<file path="config.mk">
export PLATFORM = sky130hd
export DESIGN_NAME = lidar_window_follow_controller_flat
export DESIGN_NICKNAME = d
export VERILOG_FILES = /design/src/design/lwfc_pkg.sv /design/src/design/lwfc_req_if.sv /design/src/design/lwfc_rsp_if.sv /design/src/design/lwfc_csr.sv /design/src/design/lwfc_div.sv /design/src/design/lwfc_datapath.sv /design/src/design/lwfc_ctrl.sv /design/src/design/lidar_window_follow_controller.sv /design/src/flat_wrapper.sv
export SDC_FILE = /design/constraint.sdc
export NUM_CORES = 2
export LEC_CHECK = 0
export ABC_CLOCK_PERIOD_IN_PS = 9300
export BUFFER_PORTS_ARGS = -buffer_cell sky130_fd_sc_hd__buf_2
export CAP_MARGIN = 25
export CORE_ASPECT_RATIO = 0.75
export CORE_UTILIZATION = 55
export DETAILED_ROUTE_END_ITERATION = 16
export GPL_TIMING_DRIVEN = 0
export PLACE_DENSITY = 0.72
export SYNTH_ARGS = -nofsm -noshare
export SYNTH_HDL_FRONTEND = slang
export SYNTH_HIERARCHICAL = 1
export SYNTH_SLANG_ARGS = --single-unit
</file>
<file path="constraint.sdc">
create_clock -name clock -period 9.3 [get_ports clock]
set_input_delay 0.93 -clock clock [delete_from_list [all_inputs] [get_ports clock]]
set_output_delay 0.93 -clock clock [all_outputs]
set_load 0.02 [all_outputs]
</file>
<file path="src/design/lwfc_pkg.sv">
package lwfc_pkg;

   localparam int MaxSamples = 4096;
   localparam int CntW       = $clog2(MaxSamples + 1);
   localparam int RangeW     = 16;
   localparam int AngleW     = 14;
   localparam int StepW      = 13;
   localparam int HalfW      = 12;
   localparam int GainW      = 16;
   localparam int LimitW     = 16;
   localparam int SpeedW     = 17;
   localparam int DistSumW   = RangeW + $clog2(MaxSamples);
   localparam int AngSumW    = AngleW + $clog2(MaxSamples) + 1;
   localparam int DivW       = DistSumW;
   localparam int ErrW       = RangeW + 1;
   localparam int ProdW      = 2 * ErrW;
   localparam int GainShift  = 8;
   localparam int Deadband   = 30;
   localparam int CsrIndexW  = 3;
   localparam int CsrDataW   = 16;

   typedef enum logic [CsrIndexW-1:0] {
      RegTargetDistance = 3'd0,
      RegDetectLimit    = 3'd1,
      RegWindowHalf     = 3'd2,
      RegGainLinear     = 3'd3,
      RegGainAngular    = 3'd4,
      RegLinearLimit    = 3'd5,
      RegAngularLimit   = 3'd6,
      RegMinPoints      = 3'd7
   } csr_index_type;

   typedef struct packed {
      logic [RangeW-1:0] target_distance_mm;
      logic [RangeW-1:0] detect_limit_mm;
      logic [HalfW-1:0]  window_half_mrad;
      logic [GainW-1:0]  gain_linear_q8;
      logic [GainW-1:0]  gain_angular_q8;
      logic [LimitW-1:0] linear_limit;
      logic [LimitW-1:0] angular_limit;
      logic [CntW-1:0]   min_points;
   } cfg_type;

   typedef struct packed {
      logic accum;
      logic latch_stop;
      logic div_start;
      logic div_sel_angle;
      logic capture_dist;
      logic capture_angle;
      logic mul_en;
      logic mul_angle;
      logic scale_en;
      logic scale_angle;
      logic load_out;
   } cmd_type;

   typedef struct packed {
      logic stop_cond;
      logic div_done;
   } status_type;

endpackage

</file>
<file path="src/design/lwfc_req_if.sv">
interface lwfc_req_if import lwfc_pkg::*; ();
   logic                     valid;
   logic                     ready;
   logic [RangeW-1:0]        range_mm;
   logic                     range_finite;
   logic                     has_sample;
   logic signed [AngleW-1:0] angle_mrad;
   logic [StepW-1:0]         angle_step_mrad;
   logic [RangeW-1:0]        sensor_min_mm;
   logic [RangeW-1:0]        sensor_max_mm;
   logic                     last;

   modport source (
      output valid, range_mm, range_finite, has_sample, angle_mrad, angle_step_mrad,
             sensor_min_mm, sensor_max_mm, last,
      input  ready
   );

   modport sink (
      input  valid, range_mm, range_finite, has_sample, angle_mrad, angle_step_mrad,
             sensor_min_mm, sensor_max_mm, last,
      output ready
   );
endinterface

</file>
<file path="src/design/lwfc_rsp_if.sv">
interface lwfc_rsp_if import lwfc_pkg::*; ();
   logic                     valid;
   logic                     ready;
   logic signed [SpeedW-1:0] linear_speed;
   logic signed [SpeedW-1:0] angular_speed;
   logic                     stopped;
   logic [CntW-1:0]          points_used;

   modport source (
      output valid, linear_speed, angular_speed, stopped, points_used,
      input  ready
   );

   modport sink (
      input  valid, linear_speed, angular_speed, stopped, points_used,
      output ready
   );
endinterface

</file>
<file path="src/design/lwfc_csr.sv">
module lwfc_csr import lwfc_pkg::*; (
   input  logic                 clock,
   input  logic                 reset,
   input  logic                 csr_write_en,
   input  logic [CsrIndexW-1:0] csr_index,
   input  logic [CsrDataW-1:0]  csr_data,
   output cfg_type              cfg
);

   cfg_type cfg_ff;

   always_ff @(posedge clock) begin
      if (reset) begin
         cfg_ff.target_distance_mm <= RangeW'(1000);
         cfg_ff.detect_limit_mm    <= RangeW'(2000);
         cfg_ff.window_half_mrad   <= HalfW'(349);
         cfg_ff.gain_linear_q8     <= GainW'(205);
         cfg_ff.gain_angular_q8    <= GainW'(461);
         cfg_ff.linear_limit       <= LimitW'(350);
         cfg_ff.angular_limit      <= LimitW'(1200);
         cfg_ff.min_points         <= CntW'(8);
      end else if (csr_write_en) begin
         case (csr_index_type'(csr_index))
            RegTargetDistance: cfg_ff.target_distance_mm <= csr_data[RangeW-1:0];
            RegDetectLimit:    cfg_ff.detect_limit_mm    <= csr_data[RangeW-1:0];
            RegWindowHalf:     cfg_ff.window_half_mrad   <= csr_data[HalfW-1:0];
            RegGainLinear:     cfg_ff.gain_linear_q8     <= csr_data[GainW-1:0];
            RegGainAngular:    cfg_ff.gain_angular_q8    <= csr_data[GainW-1:0];
            RegLinearLimit:    cfg_ff.linear_limit       <= csr_data[LimitW-1:0];
            RegAngularLimit:   cfg_ff.angular_limit      <= csr_data[LimitW-1:0];
            RegMinPoints:      cfg_ff.min_points         <= csr_data[CntW-1:0];
            default: begin
            end
         endcase
      end
   end

   assign cfg = cfg_ff;

endmodule

</file>
<file path="src/design/lwfc_div.sv">
module lwfc_div import lwfc_pkg::*; (
   input  logic            clock,
   input  logic            reset,
   input  logic            start,
   input  logic [DivW-1:0] dividend,
   input  logic [CntW-1:0] divisor,
   output logic            busy,
   output logic [DivW-1:0] quotient
);

   localparam int IterW = $clog2(DivW);

   logic [CntW-1:0]  rem_ff, rem_in;
   logic [DivW-1:0]  quo_ff, quo_in;
   logic [IterW-1:0] iter_ff;
   logic             busy_ff;
   logic [CntW:0]    shifted;
   logic [CntW:0]    diff;
   logic             fits;

   // Restoring division, one quotient bit per cycle, most significant first.
   always_comb begin
      shifted = {rem_ff, quo_ff[DivW-1]};
      diff    = shifted - {1'b0, divisor};
      fits    = shifted >= {1'b0, divisor};
      rem_in  = fits ? diff[CntW-1:0] : shifted[CntW-1:0];
      quo_in  = {quo_ff[DivW-2:0], fits};
   end

   always_ff @(posedge clock) begin
      if (reset) begin
         busy_ff <= 1'b0;
         iter_ff <= '0;
      end else if (start) begin
         busy_ff <= 1'b1;
         iter_ff <= '0;
      end else if (busy_ff) begin
         iter_ff <= iter_ff + IterW'(1);
         if (iter_ff == IterW'(DivW - 1)) begin
            busy_ff <= 1'b0;
         end
      end
   end

   always_ff @(posedge clock) begin
      if (start) begin
         rem_ff <= '0;
         quo_ff <= dividend;
      end else if (busy_ff) begin
         rem_ff <= rem_in;
         quo_ff <= quo_in;
      end
   end

   assign busy     = busy_ff;
   assign quotient = quo_ff;

endmodule

</file>
<file path="src/design/lwfc_datapath.sv">
module lwfc_datapath import lwfc_pkg::*; (
   input  logic                     clock,
   input  logic                     reset,
   input  cfg_type                  cfg,
   input  cmd_type                  cmd,
   input  logic [RangeW-1:0]        range_mm,
   input  logic                     range_finite,
   input  logic                     has_sample,
   input  logic signed [AngleW-1:0] angle_mrad,
   input  logic [StepW-1:0]         angle_step_mrad,
   input  logic [RangeW-1:0]        sensor_min_mm,
   input  logic [RangeW-1:0]        sensor_max_mm,
   output status_type               status,
   output logic signed [SpeedW-1:0] linear_speed,
   output logic signed [SpeedW-1:0] angular_speed,
   output logic                     stopped,
   output logic [CntW-1:0]          points_used
);

   localparam int WinW = AngleW + 1;
   localparam logic signed [ErrW-1:0]  DbLimit = ErrW'(Deadband);
   localparam logic signed [ProdW-1:0] RoundAdj = ProdW'((1 << GainShift) - 1);

   logic signed [AngSumW-1:0] angle_sum_ff, angle_sum_in;
   logic [DistSumW-1:0]       dist_sum_ff, dist_sum_in;
   logic [CntW-1:0]           cnt_ff, cnt_in;
   logic                      step_bad_ff, step_bad_in;
   logic                      stop_ff;

   logic signed [ErrW-1:0]    err_ff, err_in;
   logic signed [AngleW-1:0]  avg_a_ff, avg_a_in;
   logic signed [ProdW-1:0]   prod_ff, prod_in;
   logic signed [SpeedW-1:0]  lin_ff, ang_ff, speed_in;

   logic signed [SpeedW-1:0]  out_lin_ff, out_ang_ff;
   logic                      out_stop_ff;
   logic [CntW-1:0]           out_cnt_ff;

   logic [StepW:0]            win_edge;
   logic signed [WinW-1:0]    edge_s, angle_x;
   logic                      in_win, in_rng, take;
   logic [AngSumW-1:0]        angle_mag;
   logic [DivW-1:0]           dividend;
   logic [DivW-1:0]           quotient;
   logic                      div_busy;
   logic [AngleW-1:0]         avg_a_mag;
   logic signed [ErrW-1:0]    mul_a, mul_b;
   logic signed [ProdW-1:0]   adj, scaled, lim_s, clamped;
   logic                      in_db;

   // Sample qualification and accumulation.
   always_comb begin
      win_edge = (StepW+1)'(cfg.window_half_mrad) + (StepW+1)'(angle_step_mrad);
      edge_s   = $signed({1'b0, win_edge});
      angle_x  = WinW'(angle_mrad);
      in_win   = (angle_x > -edge_s) && (angle_x < edge_s);
      in_rng   = (range_mm >= sensor_min_mm) && (range_mm <= sensor_max_mm) &&
                 (range_mm <= cfg.detect_limit_mm);
      take     = has_sample && range_finite && in_win && in_rng &&
                 (cnt_ff < CntW'(MaxSamples));

      angle_sum_in = angle_sum_ff;
      dist_sum_in  = dist_sum_ff;
      cnt_in       = cnt_ff;
      step_bad_in  = step_bad_ff;
      if (cmd.load_out) begin
         angle_sum_in = '0;
         dist_sum_in  = '0;
         cnt_in       = '0;
         step_bad_in  = 1'b0;
      end else if (cmd.accum) begin
         if (angle_step_mrad == '0) begin
            step_bad_in = 1'b1;
         end
         if (take) begin
            angle_sum_in = angle_sum_ff + AngSumW'(angle_mrad);
            dist_sum_in  = dist_sum_ff + DistSumW'(range_mm);
            cnt_in       = cnt_ff + CntW'(1);
         end
      end
   end

   always_ff @(posedge clock) begin
      if (reset) begin
         angle_sum_ff <= '0;
         dist_sum_ff  <= '0;
         cnt_ff       <= '0;
         step_bad_ff  <= 1'b0;
      end else begin
         angle_sum_ff <= angle_sum_in;
         dist_sum_ff  <= dist_sum_in;
         cnt_ff       <= cnt_in;
         step_bad_ff  <= step_bad_in;
      end
   end

   assign status.stop_cond = step_bad_ff || (cnt_ff == '0) || (cnt_ff < cfg.min_points);
   assign status.div_done  = !div_busy;

   // The divider works on magnitudes; the bearing sign is put back afterwards.
   assign angle_mag = angle_sum_ff[AngSumW-1] ? AngSumW'(-angle_sum_ff) : angle_sum_ff;
   assign dividend  = cmd.div_sel_angle ? DivW'(angle_mag) : dist_sum_ff;

   lwfc_div u_div (
      .clock    (clock),
      .reset    (reset),
      .start    (cmd.div_start),
      .dividend (dividend),
      .divisor  (cnt_ff),
      .busy     (div_busy),
      .quotient (quotient)
   );

   always_comb begin
      err_in    = $signed({1'b0, quotient[RangeW-1:0]}) -
                  $signed({1'b0, cfg.target_distance_mm});
      avg_a_mag = quotient[AngleW-1:0];
      avg_a_in  = angle_sum_ff[AngSumW-1] ? -$signed(avg_a_mag) : $signed(avg_a_mag);

      mul_a   = $signed({1'b0, cmd.mul_angle ? cfg.gain_angular_q8 : cfg.gain_linear_q8});
      mul_b   = cmd.mul_angle ? ErrW'(avg_a_ff) : err_ff;
      prod_in = mul_a * mul_b;

      // Shift toward zero, then clamp and apply the deadband.
      adj     = prod_ff[ProdW-1] ? prod_ff + RoundAdj : prod_ff;
      scaled  = adj >>> GainShift;
      lim_s   = $signed(ProdW'(cmd.scale_angle ? cfg.angular_limit : cfg.linear_limit));
      if (scaled > lim_s) begin
         clamped = lim_s;
      end else if (scaled < -lim_s) begin
         clamped = -lim_s;
      end else begin
         clamped = scaled;
      end
      if (cmd.scale_angle) begin
         in_db = (ErrW'(avg_a_ff) > -DbLimit) && (ErrW'(avg_a_ff) < DbLimit);
      end else begin
         in_db = (err_ff > -DbLimit) && (err_ff < DbLimit);
      end
      speed_in = in_db ? '0 : clamped[SpeedW-1:0];
   end

   always_ff @(posedge clock) begin
      if (cmd.latch_stop) begin
         stop_ff <= status.stop_cond;
      end
      if (cmd.capture_dist) begin
         err_ff <= err_in;
      end
      if (cmd.capture_angle) begin
         avg_a_ff <= avg_a_in;
      end
      if (cmd.mul_en) begin
         prod_ff <= prod_in;
      end
      if (cmd.scale_en) begin
         if (cmd.scale_angle) begin
            ang_ff <= speed_in;
         end else begin
            lin_ff <= speed_in;
         end
      end
      if (cmd.load_out) begin
         out_lin_ff  <= stop_ff ? '0 : lin_ff;
         out_ang_ff  <= stop_ff ? '0 : ang_ff;
         out_stop_ff <= stop_ff;
         out_cnt_ff  <= cnt_ff;
      end
   end

   assign linear_speed  = out_lin_ff;
   assign angular_speed = out_ang_ff;
   assign stopped       = out_stop_ff;
   assign points_used   = out_cnt_ff;

endmodule

</file>
<file path="src/design/lwfc_ctrl.sv">
module lwfc_ctrl import lwfc_pkg::*; (
   input  logic       clock,
   input  logic       reset,
   input  logic       req_valid,
   input  logic       req_last,
   input  logic       rsp_ready,
   input  status_type status,
   output logic       req_ready,
   output logic       rsp_valid,
   output cmd_type    cmd
);

   typedef enum logic [3:0] {
      StAccum,
      StCheck,
      StDivDist,
      StDivAngle,
      StMulLin,
      StScaleLin,
      StMulAng,
      StScaleAng,
      StFinish
   } state_type;

   state_type state_ff, state_in;
   logic      rsp_valid_ff;
   logic      accept;
   logic      out_free;

   always_comb begin
      req_ready = (state_ff == StAccum);
      accept    = req_valid && req_ready;
      out_free  = !rsp_valid_ff || rsp_ready;
      cmd       = '0;
      state_in  = state_ff;
      case (state_ff)
         StAccum: begin
            cmd.accum = accept;
            if (accept && req_last) begin
               state_in = StCheck;
            end
         end
         StCheck: begin
            cmd.latch_stop = 1'b1;
            if (status.stop_cond) begin
               state_in = StFinish;
            end else begin
               cmd.div_start = 1'b1;
               state_in      = StDivDist;
            end
         end
         StDivDist: begin
            if (status.div_done) begin
               cmd.capture_dist  = 1'b1;
               cmd.div_start     = 1'b1;
               cmd.div_sel_angle = 1'b1;
               state_in          = StDivAngle;
            end
         end
         StDivAngle: begin
            if (status.div_done) begin
               cmd.capture_angle = 1'b1;
               state_in          = StMulLin;
            end
         end
         StMulLin: begin
            cmd.mul_en = 1'b1;
            state_in   = StScaleLin;
         end
         StScaleLin: begin
            cmd.scale_en = 1'b1;
            state_in     = StMulAng;
         end
         StMulAng: begin
            cmd.mul_en    = 1'b1;
            cmd.mul_angle = 1'b1;
            state_in      = StScaleAng;
         end
         StScaleAng: begin
            cmd.scale_en    = 1'b1;
            cmd.scale_angle = 1'b1;
            state_in        = StFinish;
         end
         StFinish: begin
            // Wait here until the output register can take the new result.
            if (out_free) begin
               cmd.load_out = 1'b1;
               state_in     = StAccum;
            end
         end
         default: begin
            state_in = StAccum;
         end
      endcase
   end

   always_ff @(posedge clock) begin
      if (reset) begin
         state_ff     <= StAccum;
         rsp_valid_ff <= 1'b0;
      end else begin
         state_ff <= state_in;
         if (cmd.load_out) begin
            rsp_valid_ff <= 1'b1;
         end else if (rsp_ready) begin
            rsp_valid_ff <= 1'b0;
         end
      end
   end

   assign rsp_valid = rsp_valid_ff;

endmodule

</file>
<file path="src/design/lidar_window_follow_controller.sv">
// Samples that do not close a scan are taken one request per cycle.
// The closing request gives its result once the shared divider, one quotient bit per cycle
// over 28 bits, has run once for the range average and once for the bearing average; a
// scan that ends in a forced stop skips the divider and goes straight to the output.
// A new scan may start while the previous result waits in the output register.
// Synchronous reset restores the register defaults, clears the sums and drops any result.
module lidar_window_follow_controller import lwfc_pkg::*; (
   input  logic                 clock,
   input  logic                 reset,
   lwfc_req_if.sink             req_chan,
   lwfc_rsp_if.source           rsp_chan,
   input  logic                 csr_write_en,
   input  logic [CsrIndexW-1:0] csr_index,
   input  logic [CsrDataW-1:0]  csr_data
);

   cfg_type    cfg;
   cmd_type    cmd;
   status_type status;
   logic       req_ready;
   logic       rsp_valid;

   lwfc_csr u_csr (
      .clock        (clock),
      .reset        (reset),
      .csr_write_en (csr_write_en),
      .csr_index    (csr_index),
      .csr_data     (csr_data),
      .cfg          (cfg)
   );

   lwfc_ctrl u_ctrl (
      .clock     (clock),
      .reset     (reset),
      .req_valid (req_chan.valid),
      .req_last  (req_chan.last),
      .rsp_ready (rsp_chan.ready),
      .status    (status),
      .req_ready (req_ready),
      .rsp_valid (rsp_valid),
      .cmd       (cmd)
   );

   lwfc_datapath u_datapath (
      .clock           (clock),
      .reset           (reset),
      .cfg             (cfg),
      .cmd             (cmd),
      .range_mm        (req_chan.range_mm),
      .range_finite    (req_chan.range_finite),
      .has_sample      (req_chan.has_sample),
      .angle_mrad      (req_chan.angle_mrad),
      .angle_step_mrad (req_chan.angle_step_mrad),
      .sensor_min_mm   (req_chan.sensor_min_mm),
      .sensor_max_mm   (req_chan.sensor_max_mm),
      .status          (status),
      .linear_speed    (rsp_chan.linear_speed),
      .angular_speed   (rsp_chan.angular_speed),
      .stopped         (rsp_chan.stopped),
      .points_used     (rsp_chan.points_used)
   );

   assign req_chan.ready = req_ready;
   assign rsp_chan.valid = rsp_valid;

   // Once a scan is closed, no further request is taken until its result is built.
   a_close_blocks: assert property (@(posedge clock) disable iff (reset)
      (req_chan.valid && req_chan.ready && req_chan.last) |=> !req_chan.ready)
      else $error("request accepted right after a scan was closed");

   a_stop_zero: assert property (@(posedge clock) disable iff (reset)
      (rsp_chan.valid && rsp_chan.stopped) |->
         (rsp_chan.linear_speed == '0 && rsp_chan.angular_speed == '0))
      else $error("forced stop carries a nonzero speed");

   a_move_has_points: assert property (@(posedge clock) disable iff (reset)
      (rsp_chan.valid && !rsp_chan.stopped) |-> (rsp_chan.points_used != '0))
      else $error("motion command issued from an empty scan");

   a_busy_no_accept: assert property (@(posedge clock) disable iff (reset)
      cmd.div_start |-> !req_chan.ready)
      else $error("request taken while the divider starts");

endmodule
</file>
<file path="src/flat_wrapper.sv">
// flat-port wrapper written by rule: the top's interface ports become plain ports
module lidar_window_follow_controller_flat import lwfc_pkg::*;
  (clock, reset, csr_write_en, csr_index, csr_data, req_chan_valid, req_chan_range_mm, req_chan_range_finite, req_chan_has_sample, req_chan_angle_mrad, req_chan_angle_step_mrad, req_chan_sensor_min_mm, req_chan_sensor_max_mm, req_chan_last, req_chan_ready, rsp_chan_valid, rsp_chan_linear_speed, rsp_chan_angular_speed, rsp_chan_stopped, rsp_chan_points_used, rsp_chan_ready);
  lwfc_req_if req_chan_i ();
  lwfc_rsp_if rsp_chan_i ();
  input  logic clock;
  input  logic reset;
  input  logic csr_write_en;
  input  logic [CsrIndexW-1:0] csr_index;
  input  logic [CsrDataW-1:0] csr_data;
  input wire logic [$bits(req_chan_i.valid)-1:0] req_chan_valid;
  input wire logic [$bits(req_chan_i.range_mm)-1:0] req_chan_range_mm;
  input wire logic [$bits(req_chan_i.range_finite)-1:0] req_chan_range_finite;
  input wire logic [$bits(req_chan_i.has_sample)-1:0] req_chan_has_sample;
  input wire logic [$bits(req_chan_i.angle_mrad)-1:0] req_chan_angle_mrad;
  input wire logic [$bits(req_chan_i.angle_step_mrad)-1:0] req_chan_angle_step_mrad;
  input wire logic [$bits(req_chan_i.sensor_min_mm)-1:0] req_chan_sensor_min_mm;
  input wire logic [$bits(req_chan_i.sensor_max_mm)-1:0] req_chan_sensor_max_mm;
  input wire logic [$bits(req_chan_i.last)-1:0] req_chan_last;
  output wire logic [$bits(req_chan_i.ready)-1:0] req_chan_ready;
  output wire logic [$bits(rsp_chan_i.valid)-1:0] rsp_chan_valid;
  output wire logic [$bits(rsp_chan_i.linear_speed)-1:0] rsp_chan_linear_speed;
  output wire logic [$bits(rsp_chan_i.angular_speed)-1:0] rsp_chan_angular_speed;
  output wire logic [$bits(rsp_chan_i.stopped)-1:0] rsp_chan_stopped;
  output wire logic [$bits(rsp_chan_i.points_used)-1:0] rsp_chan_points_used;
  input wire logic [$bits(rsp_chan_i.ready)-1:0] rsp_chan_ready;
  assign req_chan_i.valid = req_chan_valid;
  assign req_chan_i.range_mm = req_chan_range_mm;
  assign req_chan_i.range_finite = req_chan_range_finite;
  assign req_chan_i.has_sample = req_chan_has_sample;
  assign req_chan_i.angle_mrad = req_chan_angle_mrad;
  assign req_chan_i.angle_step_mrad = req_chan_angle_step_mrad;
  assign req_chan_i.sensor_min_mm = req_chan_sensor_min_mm;
  assign req_chan_i.sensor_max_mm = req_chan_sensor_max_mm;
  assign req_chan_i.last = req_chan_last;
  assign req_chan_ready = req_chan_i.ready;
  assign rsp_chan_valid = rsp_chan_i.valid;
  assign rsp_chan_linear_speed = rsp_chan_i.linear_speed;
  assign rsp_chan_angular_speed = rsp_chan_i.angular_speed;
  assign rsp_chan_stopped = rsp_chan_i.stopped;
  assign rsp_chan_points_used = rsp_chan_i.points_used;
  assign rsp_chan_i.ready = rsp_chan_ready;
  lidar_window_follow_controller u_core (.clock(clock), .reset(reset), .req_chan(req_chan_i), .rsp_chan(rsp_chan_i), .csr_write_en(csr_write_en), .csr_index(csr_index), .csr_data(csr_data));
endmodule
</file>
# Word-level counts from Yosys, hierarchy flattened
# Index checks and enable logic that the tools add are counted.
# totals
reg_bits	390
in_bits	102
output_inout_bits	50
wordCells	153
# classes
n_addsub	12
mul	1
order_cmp	14
n_eq_ne	20
n_mux	39
bitwise_logic	1
n_reduce_logical	38
# op_table
operator	count
$mux W28	3
$mux W17	4
$pmux W4 S9	1
$add A34 B9 Y34 const B	1
$lt A26 B34 Y1	1
$mul A17 B17 Y34	1
$mux W34	1
$neg A16 Y34	1
$le A16 B16 Y1	2
$mux W16	2
$add A28 B16 Y28	1
$add A27 B14 Y27	1
$mux W27	1
$neg A27 Y27	1
$gt A26 B17 Y1	1
$logic_not A13 Y1	2
$reduce_and A2 Y1	12
$mux W4	5
$gt A17 B6 Y1 const B	1
$lt A17 B6 Y1 const B	1
$mux W1	17
$sub A16 B16 Y17	1
$eq A4 B3 Y1 const B	4
$ge A16 B16 Y1	1
36 further kinds	59

# Longest topological paths before layout
# depth
depth_word	8
mapped_depth	31
depth_no_buf	27

# Cells and area by module
# The synthesis kept the hierarchy.
# by_module_without_submodules
mod	instances	cells_each	area_each_um2	seq_area_each_um2
lwfc_datapath	1	2955	26289.0	5825.6
lwfc_csr	1	436	4722.0	2422.3
lwfc_div	1	261	2787.7	1221.2
lwfc_ctrl	1	56	406.6	100.1

# Least setup slack after synthesis
# Ideal clock, no wire load.
# synth_timing
path_kind	register -> register
from	register u_core.u_ctrl.state_ff[1]
to	register u_core.u_datapath.prod_ff[31], data pin
setup_time_ns	0.263
t_arrival_ns	7.841
required_ns	9.037
slack_ns	1.197
path_stages_with_launch	30
n_path_buf	4
period_less_slack_ns	8.103
path_cell_list	dfxtp_1 -> buf_2 -> and2b_1 -> and3_1 -> clkbuf_1 -> clkbuf_1 -> mux2i_1 -> clkbuf_1 -> nor2_1 -> fa_1 -> inv_1 -> fa_1 -> fa_1 -> inv_1 -> fa_1 -> fa_1 -> inv_1 -> fa_1 -> inv_1 -> ha_1 -> and2_1 -> o21a_1 -> o21a_1 -> o21ai_0 -> o2bb2ai_1 -> a21oi_1 -> o311ai_0 -> a21oi_1 -> nor4_1 -> nor3_1
# synth_lines
item	line_no	text
start: declaration	lwfc_ctrl.sv:25	state_type state_ff, state_in;
start signal: assignment	lwfc_ctrl.sv:99	state_ff <= StAccum;
start signal: assignment	lwfc_ctrl.sv:102	state_ff <= state_in;
end signal: assignment	lwfc_datapath.sv:154	prod_ff <= prod_in;
end: declaration	lwfc_datapath.sv:32	logic signed [ProdW-1:0] prod_ff, prod_in;

==> run metrics <==
Critical Path Slowest Stage Cell=fa_1; height of the chip=218 um; clk_skew=0.0379 ns; maximum count of clock buffers along a single path=3; combinational family with the most area after synthesis=adder cells; share of synthesized registers carrying an async set or reset=0; effective utilization at floorplan=0.561; first-pass iteration count of the detailed router=6; highest metal layer used by the detailed router=met5; Worst VDD drop=0.124 mV; share of synthesized area occupied by flip-flops and latches=0.280; multiplexer fraction of the synthesized cell area=0.0799; Syn Nets=4378; first-pass GRT wire length=146 mm; Yosys cell types=90; signal arrival time at the worst endpoint=9.29 ns; residual overflow from global routing=0; total number of yosys warnings=6; power density over cell area=137 mW/mm2; Die X-Extent=290 um; Inst Count DP=4668; worst min-delay path startpoint=u_core/u_csr/cfg[90]$_SDFFE_PP0P_; number of flops mapped to enable cells by yosys=176; Final Max Tran Viols=0; Met2 Routed Length=37.3 mm; main area contributors after synthesis=edfxtp_1 (15%), ha_1 (13%), dfxtp_1 (13%); Critical Path Fanout Max=10; total setup buffers inserted after CTS=0; peak per-stage delay on the critical path=0.54 ns; placement row count=78; CTS tree=done; crit share post-route=0.965; Layout Nets=4580; total wirelength of the detailed-routed design=93.3 mm; worst hold-check path type=flip-flop to flip-flop; run status=completed; Root Buffer Master=clkbuf_16; most frequently used cell type in the post-synthesis netlist=inv_1; unrepaired setup endpoints after global routing=no; Critical Path Most Common Cell=fa_1; post-synthesis share of cell area spent on xor and xnor gates=0.0479; Leak Pwr=17.2 nW; capturing element type of the critical path=flip-flop; WS Path Type=flip-flop to flip-flop; endpoint of the most critical register-to-register path=u_core/u_datapath/prod_ff[33]$_DFFE_PP_; synthesized area=0.0342 mm2; Post-Layout Cell Count=4742; top cells by count, synth=inv_1 (465), nor2_1 (441), ha_1 (354); Worst Setup SP=u_core/u_ctrl/state_ff[1]$_SDFFE_PP0P_; standard cell area after detailed placement=0.0361 mm2; Antenna Diode Count=0; Post-DP HPWL=74.5 mm; H-tree depth=2; post-synthesis share of cell area spent on and, or, nand and nor gates=0.168; average footprint of a synthesized cell=9.22 um2; DIE AREA=0.0632 mm2; number of buffers inserted during clock tree synthesis=41; remaining antenna violation count=0; number of inserted filler cells in the final layout=5156; number of max-cap violations=0; setup-violating endpoint count in the final report=0; slack of the worst reg-to-reg path=0.32 ns; routed length per instance=19.7 um; shortest clock period the worst path allows after layout=8.98 ns; Synth Area in Adders=0.255; Global Route Usage Sum=0.297; Min-Delay Path Depth=2; Final Wtd Congestion=0.988; CTS Sinks=390; Worst Setup Start Kind=flip-flop; CTS clk-pin slew, worst paths=0.06 ns; synthesized-area fraction occupied by ao, oa, aoi and oai cells=0.102; launch point of the worst reg-to-reg path=u_core/u_ctrl/state_ff[1]$_SDFFE_PP0P_; top_reg_cell synth=dfxtp_1; Clk Latency, worst-skew pair=0.57 ns; Mapped Cells=3708; met3 wire length=10.4 mm; worst-margin pin slew=1.08 ns; number of top-level design ports=152; area growth from synthesis to layout=10.0%; Min Hold Slack=0.476 ns; number of input and output port buffers inserted=151; post-synthesis sequential element count=390; termination of the worst setup path=u_core/u_datapath/prod_ff[33]$_DFFE_PP_; number of DRC violations after detailed routing=0; routed via count=27500; post-route design area=0.0376 mm2; number of DRC markers in iteration 0=2608; largest area contributor in the synthesized netlist=edfxtp_1; post-layout util=0.617; number of antenna violations at the first check in global routing=3; share of post-route cells with drive strength above 1=0.101; WL met1=43.6 mm; floorplan core area=0.0610 mm2; required time worst endpoint=9.61 ns; maximum number of pins on one net before global-route repair=36; Via density=5.80; Hold Fails Final Rpt=0; maximum achievable frequency=0.111 GHz; R2R cell count=28; headroom to the max-slew limit=0.258; share of the synthesized area in the top cell type=0.155; via count of the first global-routing pass=25900
==> how the worst min path moves through the flow <==
stage                                                endpoint  slack [ns]
4_1_cts                     u_core/u_csr/cfg[90]$_SDFFE_PP0P_        0.48
3_3_place_gp   u_core/u_datapath/dist_sum_ff[13]$_SDFFE_PP0P_        0.46
2_1_floorplan  u_core/u_datapath/dist_sum_ff[13]$_SDFFE_PP0P_        0.44
3_5_place_dp                u_core/u_csr/cfg[90]$_SDFFE_PP0P_        0.46
6_report                    u_core/u_csr/cfg[90]$_SDFFE_PP0P_        0.48
5_1_grt                      u_core/u_csr/cfg[6]$_SDFFE_PP0P_        0.49
==> cell families (layout without fill, tap and decap cells) <==
family | after synthesis | in the layout
multiplexers | 265 | 265
adder cells (fa/ha/maj) | 568 | 568
XOR/XNOR | 187 | 187
AO/OA/AOI/OAI | 526 | 526
buffers and inverters | 596 | 830
AND/OR/NAND/NOR | 1176 | 1176
flip-flops | 390 | 390
==> final cells by class <==
type                    count  area, um2  share of cell area
multi-input cells        2722      22400               0.596
clock buffers              55       1170              0.0311
well taps                 800       1000              0.0266
plain buffers             127        587              0.0156
flip-flops and latches    390       9570               0.254
inverters                 465       1750              0.0464
clock inverters            20        256             0.00682
repair buffers            163        860              0.0228
==> cells in the final DEF, fill, tap and decap left out, types with 21 or more instances in the layout <==
cell / netlist / final
nor4_1: 24 / 24
mux2_2: 61 / 61
o21ai_0: 100 / 100
nand4_1: 44 / 44
mux2i_1: 201 / 188
ha_1: 354 / 354
o21a_1: 31 / 31
buf_2: 25 / 178
xor2_1: 77 / 77
nor3_1: 48 / 46
nand2_1: 209 / 209
nand2b_1: 129 / 129
fa_1: 214 / 214
a21o_1: 62 / 62
a21oi_1: 137 / 137
edfxtp_1: 176 / 176
and2_1: 28 / 28
dfxtp_1: 214 / 214
xnor2_1: 110 / 110
and3_1: 36 / 35
nor2_1: 441 / 440
clkbuf_1: 94 / 84
nor2b_1: 61 / 61
a211oi_1: 21 / 21
or2_2: 23 / 23
clkbuf_16: 0 / 42
inv_1: 465 / 465
nand3_1: 61 / 61
==> critical path, delay by kind of cell (launching register included) <==
kind | cells | cell delay (ns)
fa+ha+maj | 7 | 3.43
xor+xnor | 1 | 0.27
mux | 1 | 0.48
flops | 1 | 0.39
simple gates | 4 | 0.98
compound gates | 8 | 2.00
buf+inv | 7 | 1.17
==> per-layer routing <==
metal | up-vias | track usage
li1 | 13000 | -
met1 | 13200 | 0.443
met2 | 1153 | 0.425
met3 | 125 | 0.0747
met4 | 2 | 0.0674
met5 | - | 0.0130
==> state kept, by name (all words and copies together) (netlist names) <==
register / cells
u_core/u_ctrl/state_ff: 4
u_core/u_datapath/u_div/busy: 1
u_core/u_datapath/avg_a_ff: 14
u_core/u_datapath/linear_speed: 17
u_core/u_datapath/err_ff: 17
u_core/u_datapath/prod_ff: 34
u_core/u_datapath/angle_sum_ff: 27
u_core/u_datapath/lin_ff: 17
u_core/u_datapath/stop_ff: 1
u_core/u_datapath/step_bad_ff: 1
u_core/u_datapath/cnt_ff: 13
u_core/u_ctrl/rsp_valid: 1
u_core/u_datapath/u_div/quotient: 28
u_core/u_datapath/points_used: 13
u_core/u_datapath/angular_speed: 17
u_core/u_datapath/dist_sum_ff: 28
u_core/u_datapath/ang_ff: 17
u_core/u_datapath/stopped: 1
u_core/u_datapath/u_div/rem_ff: 13
u_core/u_csr/cfg: 121
u_core/u_datapath/u_div/iter_ff: 5
==> repair_timing <==
item,CTS,global route
setup endpoints to repair,11,6
hold buffers,0,0
hold endpoints to repair,0,0
resized for setup,17,31
cloned,0,0
==> report_power, final <==
part	switching, mW	internal (mW)	leakage, nW
registers	0.0433	1.89	3.33
clock network	0.711	1.03	0.687
logic	0.911	0.572	13.2
==> per-stage QoR <==
stage | total power [mW] | setup slack, ns | TNS, ns
after floorplan | 3.00 | 1.20 | 0
after global routing | 5.42 | 0.0235 | 0
after global placement | 3.39 | -1.11 | -4.55
final | 5.16 | 0.322 | 0
after CTS | 5.16 | 0.00103 | 0
after detailed placement | 3.41 | -1.10 | -4.58
Power figures use the tool's default switching activity.
